--- src/design/plsa_pkg.sv ---
`timescale 1ns / 1ps
`default_nettype none
// ----------------------------------------------------------------------------
// plsa_pkg: shared types and constants
// Beat formats, queue entry format and the fixed luma weights.
// ----------------------------------------------------------------------------
package plsa_pkg;

  // Request kinds on the input channel
  localparam logic REQ_PIXEL       = 1'b0;
  localparam logic REQ_TABLE_WRITE = 1'b1;

  localparam int unsigned SAT_WIDTH = 10;
  localparam logic [SAT_WIDTH-1:0] SAT_RESET = 10'd332;

  // Rec.601-style integer luma weights, sum is 256
  localparam logic [7:0] LUMA_R = 8'd77;
  localparam logic [7:0] LUMA_G = 8'd150;
  localparam logic [7:0] LUMA_B = 8'd29;

  typedef struct packed {
    logic       req_type;
    logic [7:0] table_index;
    logic [7:0] table_value;
    logic [7:0] red_in;
    logic [7:0] green_in;
    logic [7:0] blue_in;
  } in_beat_t;

  typedef struct packed {
    logic [7:0] red_out;
    logic [7:0] green_out;
    logic [7:0] blue_out;
  } out_beat_t;

  // Decoded work item: a write hits all three table copies at one address,
  // a pixel reads each copy at its own channel address.
  typedef struct packed {
    logic       is_write;
    logic [7:0] addr_r;
    logic [7:0] addr_g;
    logic [7:0] addr_b;
    logic [7:0] wdata;
  } q_entry_t;

  typedef struct packed {
    logic     valid;
    q_entry_t entry;
  } q_link_t;

endpackage : plsa_pkg
`default_nettype wire

--- src/design/plsa_front.sv ---
`timescale 1ns / 1ps
`default_nettype none
// ----------------------------------------------------------------------------
// plsa_front: input accept, classify and queue
// Decodes each input beat into a work item and holds it in a small queue.
// ----------------------------------------------------------------------------
module plsa_front
  import plsa_pkg::*;
#(
  parameter int unsigned DEPTH = 4
) (
  input  wire      clk,
  input  wire      rst,
  input  wire      in_valid,
  output logic     in_ready,
  input  in_beat_t in_data,
  output q_link_t  q_head,
  input  wire      q_pop
);

  localparam int unsigned PTR_W = (DEPTH > 1) ? $clog2(DEPTH) : 1;
  localparam int unsigned CNT_W = $clog2(DEPTH + 1);
  localparam logic [PTR_W-1:0] PTR_LAST = PTR_W'(DEPTH - 1);
  localparam logic [CNT_W-1:0] CNT_FULL = CNT_W'(DEPTH);

  q_entry_t         fifo [DEPTH];
  logic [PTR_W-1:0] wr_ptr;
  logic [PTR_W-1:0] rd_ptr;
  logic [CNT_W-1:0] count;
  logic             push;
  logic             pop;
  q_entry_t         decoded;

  always_comb begin
    decoded.wdata = in_data.table_value;
    if (in_data.req_type == REQ_TABLE_WRITE) begin
      decoded.is_write = 1'b1;
      decoded.addr_r   = in_data.table_index;
      decoded.addr_g   = in_data.table_index;
      decoded.addr_b   = in_data.table_index;
    end else begin
      decoded.is_write = 1'b0;
      decoded.addr_r   = in_data.red_in;
      decoded.addr_g   = in_data.green_in;
      decoded.addr_b   = in_data.blue_in;
    end
  end

  assign in_ready     = (count != CNT_FULL);
  assign push         = in_valid && in_ready;
  assign pop          = q_pop && (count != '0);
  assign q_head.valid = (count != '0);
  assign q_head.entry = fifo[rd_ptr];

  always_ff @(posedge clk) begin
    if (push) begin
      fifo[wr_ptr] <= decoded;
    end
  end

  always_ff @(posedge clk) begin
    if (rst) begin
      wr_ptr <= '0;
      rd_ptr <= '0;
      count  <= '0;
    end else begin
      if (push) begin
        wr_ptr <= (wr_ptr == PTR_LAST) ? '0 : wr_ptr + 1'b1;
      end
      if (pop) begin
        rd_ptr <= (rd_ptr == PTR_LAST) ? '0 : rd_ptr + 1'b1;
      end
      if (push && !pop) begin
        count <= count + 1'b1;
      end else if (pop && !push) begin
        count <= count - 1'b1;
      end
    end
  end

endmodule : plsa_front
`default_nettype wire

--- config.mk ---
export PLATFORM = sky130hd
export DESIGN_NAME = plsa_front
export DESIGN_NICKNAME = d
export VERILOG_FILES = /design/src/design/plsa_pkg.sv /design/src/design/plsa_front.sv
export SDC_FILE = /design/constraint.sdc
export NUM_CORES = 1
export LEC_CHECK = 0
export BUFFER_PORTS_ARGS = -buffer_cell sky130_fd_sc_hd__buf_2
export CAP_MARGIN = 15
export CELL_PAD_IN_SITES_DETAIL_PLACEMENT = 0
export CELL_PAD_IN_SITES_GLOBAL_PLACEMENT = 2
export CORE_MARGIN = 3
export CORE_UTILIZATION = 42
export CTS_CLUSTER_SIZE = 20
export DETAILED_ROUTE_END_ITERATION = 8
export PLACE_DENSITY_LB_ADDON = 0.1
export SETUP_SLACK_MARGIN = 0.02
export SLEW_MARGIN = 15
export SYNTH_ARGS = -nofsm -noshare
export SYNTH_HDL_FRONTEND = slang
export SYNTH_SLANG_ARGS = --single-unit
--- constraint.sdc ---
create_clock -name clk -period 2.9 [get_ports clk]
set_input_delay 0.435 -clock clk [delete_from_list [all_inputs] [get_ports clk]]
set_output_delay 0.435 -clock clk [all_outputs]
set_load 0.02 [all_outputs]
==> impl_metrics.toml <==
[floorplanning]
die_height_um = 120
rows = 41
core_mm2 = 0.0127
ios = 80
die_area_mm2 = 0.0145
die_w_um = 120
initial_utilization = 0.433

[sta]
clock_skew_ns = 0.0105
period_share = 0.827
slew_headroom = 0.360
finalMaxSlewViolations = 0
worst_slew_pin_slew_ns = 0.959
final_hold_viol_count = 0
fin_ws_ns = 0.502
layout_min_cycle_time_ns = 2.40
tns_ns = 0
fmax_mhz = 417
setup_viol = 0
rsz0062_at_grt = "no"

[layout]
drive_above_1_share = 0.398
regArea_mm2 = 0.00415
fillCellCount = 1076
final_cell_mix = "edfxtp_1, buf_2, mux4_2"
multi_input_area_mm2 = 0.00118
final_common_cell = "edfxtp_1"
num-nets-final = 424
area_delta_synth_final_pct = 21.2
antenna_cells = 0

[routing]
vias = 2753
dr.pass1.iters = 4
first_iter_violations = 219
postRouteWirelength_um = 10000
wl_per_cell_um = 18.1
drc = 0
ant_nets = 0
vias_per_cell = 4.95

[worst_hold_path]
whs_endpoint = "fifo[0][6]"
min_path_cells = 1
hold_start = "in_data[30]"
holdCritPathClass = "input port to flop"

[clocking]
cts_max_level = 4
cts-resized-gates = 0
path_clk_slew_ns = 0.05
cts-root-buf = "clkbuf_16"
cts_buffers = 17
holdBufCountCts = 0
cts.sinks = 141
clk_latency_ns = 0.41
cts_tree = "done"
cts.path.max_buffers = 2
post_cts_buffers = 0

[grt]
grt_pass1_vias = 2865
grt_overflow = 0
grt_max_degree = 37
antenna_found_initial = 0
grt_pass1_wl_um = 15600
gr-usage-all-layers = 0.149

[critical_path]
critPathLaunchType = "flop"
cp-end-kind = "primary output"
r2r_slack_ns = 0.54
critPathMaxFanout = 10
reg2regPathDepth = 7
crit_type = "flop to primary output"
r2r_start = "count[0]"
rr_endpoint = "count[2]"
required_ns = 2.47
arrival_ns = 1.96

[power]
power_density_mw_per_mm2 = 887
ir_drop_v = 0.000326
power_leakage_nw = 2.42
p_seq_frac = 0.441
intPower_mw = 4.30
clockPowerShare = 0.335
net-switching-power_mw = 1.60
p_sw_frac = 0.271
combPwrFrac = 0.224

[synth]
ys_types = 26
ys_warn_count = 0
yosys_register_bits = 141
syn-num-nets = 332
synth_cells = 280
syn_area_mm2 = 0.00549
syn_area_per_cell_um2 = 19.6
yosysSeqAreaShare = 0.755

[placed_design]
gp_congestion = 0.671
hpwl_um = 6290
port-buffer-count = 79
dp_slack_ns = 0.525

[run_status]
status = "complete, no violations"

[flow_run]
max-cap-violations = 0
-- cells in the mapped netlist --
master / instances / share of area
o31ai_1: 1 / 0.0014
o31ai_2: 1 / 0.0023
mux2i_1: 3 / 0.0055
xor2_1: 2 / 0.0032
nor2_1: 3 / 0.0021
or3b_1: 1 / 0.0016
clkbuf_1: 7 / 0.0048
and2_4: 1 / 0.0016
mux4_2: 33 / 0.14
ha_1: 6 / 0.014
or3_1: 1 / 0.0011
fa_1: 1 / 0.0036
o21ai_0: 25 / 0.023
nand2_1: 9 / 0.0062
nand2b_1: 2 / 0.0023
and3_2: 4 / 0.0055
nor3_1: 1 / 0.00091
or3_2: 2 / 0.0027
a21oi_1: 2 / 0.0018
inv_1: 27 / 0.018
edfxtp_1: 132 / 0.72
buf_2: 1 / 0.00091
clkbuf_2: 2 / 0.0018
buf_4: 3 / 0.0041
dfxtp_1: 9 / 0.033
nand3_1: 1 / 0.00091
-- layout make-up --
type,count,area share
Multi-Input combinational cell,99,0.177
Clock buffer,19,0.0651
Clock inverter,12,0.0156
Sequential cell,141,0.624
Tap cell,172,0.0324
Inverter,27,0.0152
Timing Repair Buffer,86,0.0711
-- worst max-delay path, stage by stage, from the launching register on --
cell,delay (ns)
dfxtp_2,0.56
buf_4,0.27
mux4_2,0.54
buf_2,0.18
-- per-layer routing --
metal	vias up	track usage	wire, um
li1	1285	-	-
met1	1391	0.187	4360
met2	59	0.242	5060
met3	18	0.0440	425
met4	0	0.0680	198
met5	-	0	0
-- stage by stage --
step	cells	area [um^2]	utilization	power, mW	hold slack [ns]
finish	556	6650	0.525	5.90	0.245
global route	556	6650	0.525	6.18	0.226
CTS	556	6650	0.525	5.99	0.222
detailed placement	525	6110	0.482	4.00	0.492
global placement	525	6110	0.482	3.98	0.497
floorplan	280	5490	-	3.54	0.463
-- cell families after synthesis --
family / synth area share
flip-flops: 0.755
adder cells (fa/ha/maj): 0.0173
multiplexers: 0.141
AND/OR/NAND/NOR: 0.0249
AO/OA/AOI/OAI: 0.0283
XOR/XNOR: 0.00319
buffers and inverters: 0.0301
-- how the worst max path moves through the flow --
stage | from | end | slack, ns | depth (start not counted)
6_report | flop | q_head[28] | 0.50 | 3
5_1_grt | flop | q_head[28] | 0.37 | 3
4_1_cts | flop | q_head[28] | 0.43 | 3
3_5_place_dp | count[0] | count[2] | 0.53 | 7
3_3_place_gp | count[0] | count[2] | 0.57 | 7
2_1_floorplan | count[0] | count[2] | 0.66 | 9
-- power by group through the flow --
stage          logic, mW  clock network [mW]  registers [mW]
6_report            1.32                1.98            2.60
4_1_cts             1.35                2.02            2.61
3_3_place_gp        1.34                   0            2.64
3_5_place_dp        1.35                   0            2.65
5_1_grt             1.43                2.12            2.63
2_1_floorplan      0.963                   0            2.58
-- registers in the layout, summed over array words and instances, names as in the netlist, named ones only --
name / cells
wr_ptr: 2
rd_ptr: 2
fifo: 132
count: 3
Note: power is estimated with default switching activity, not from simulation.
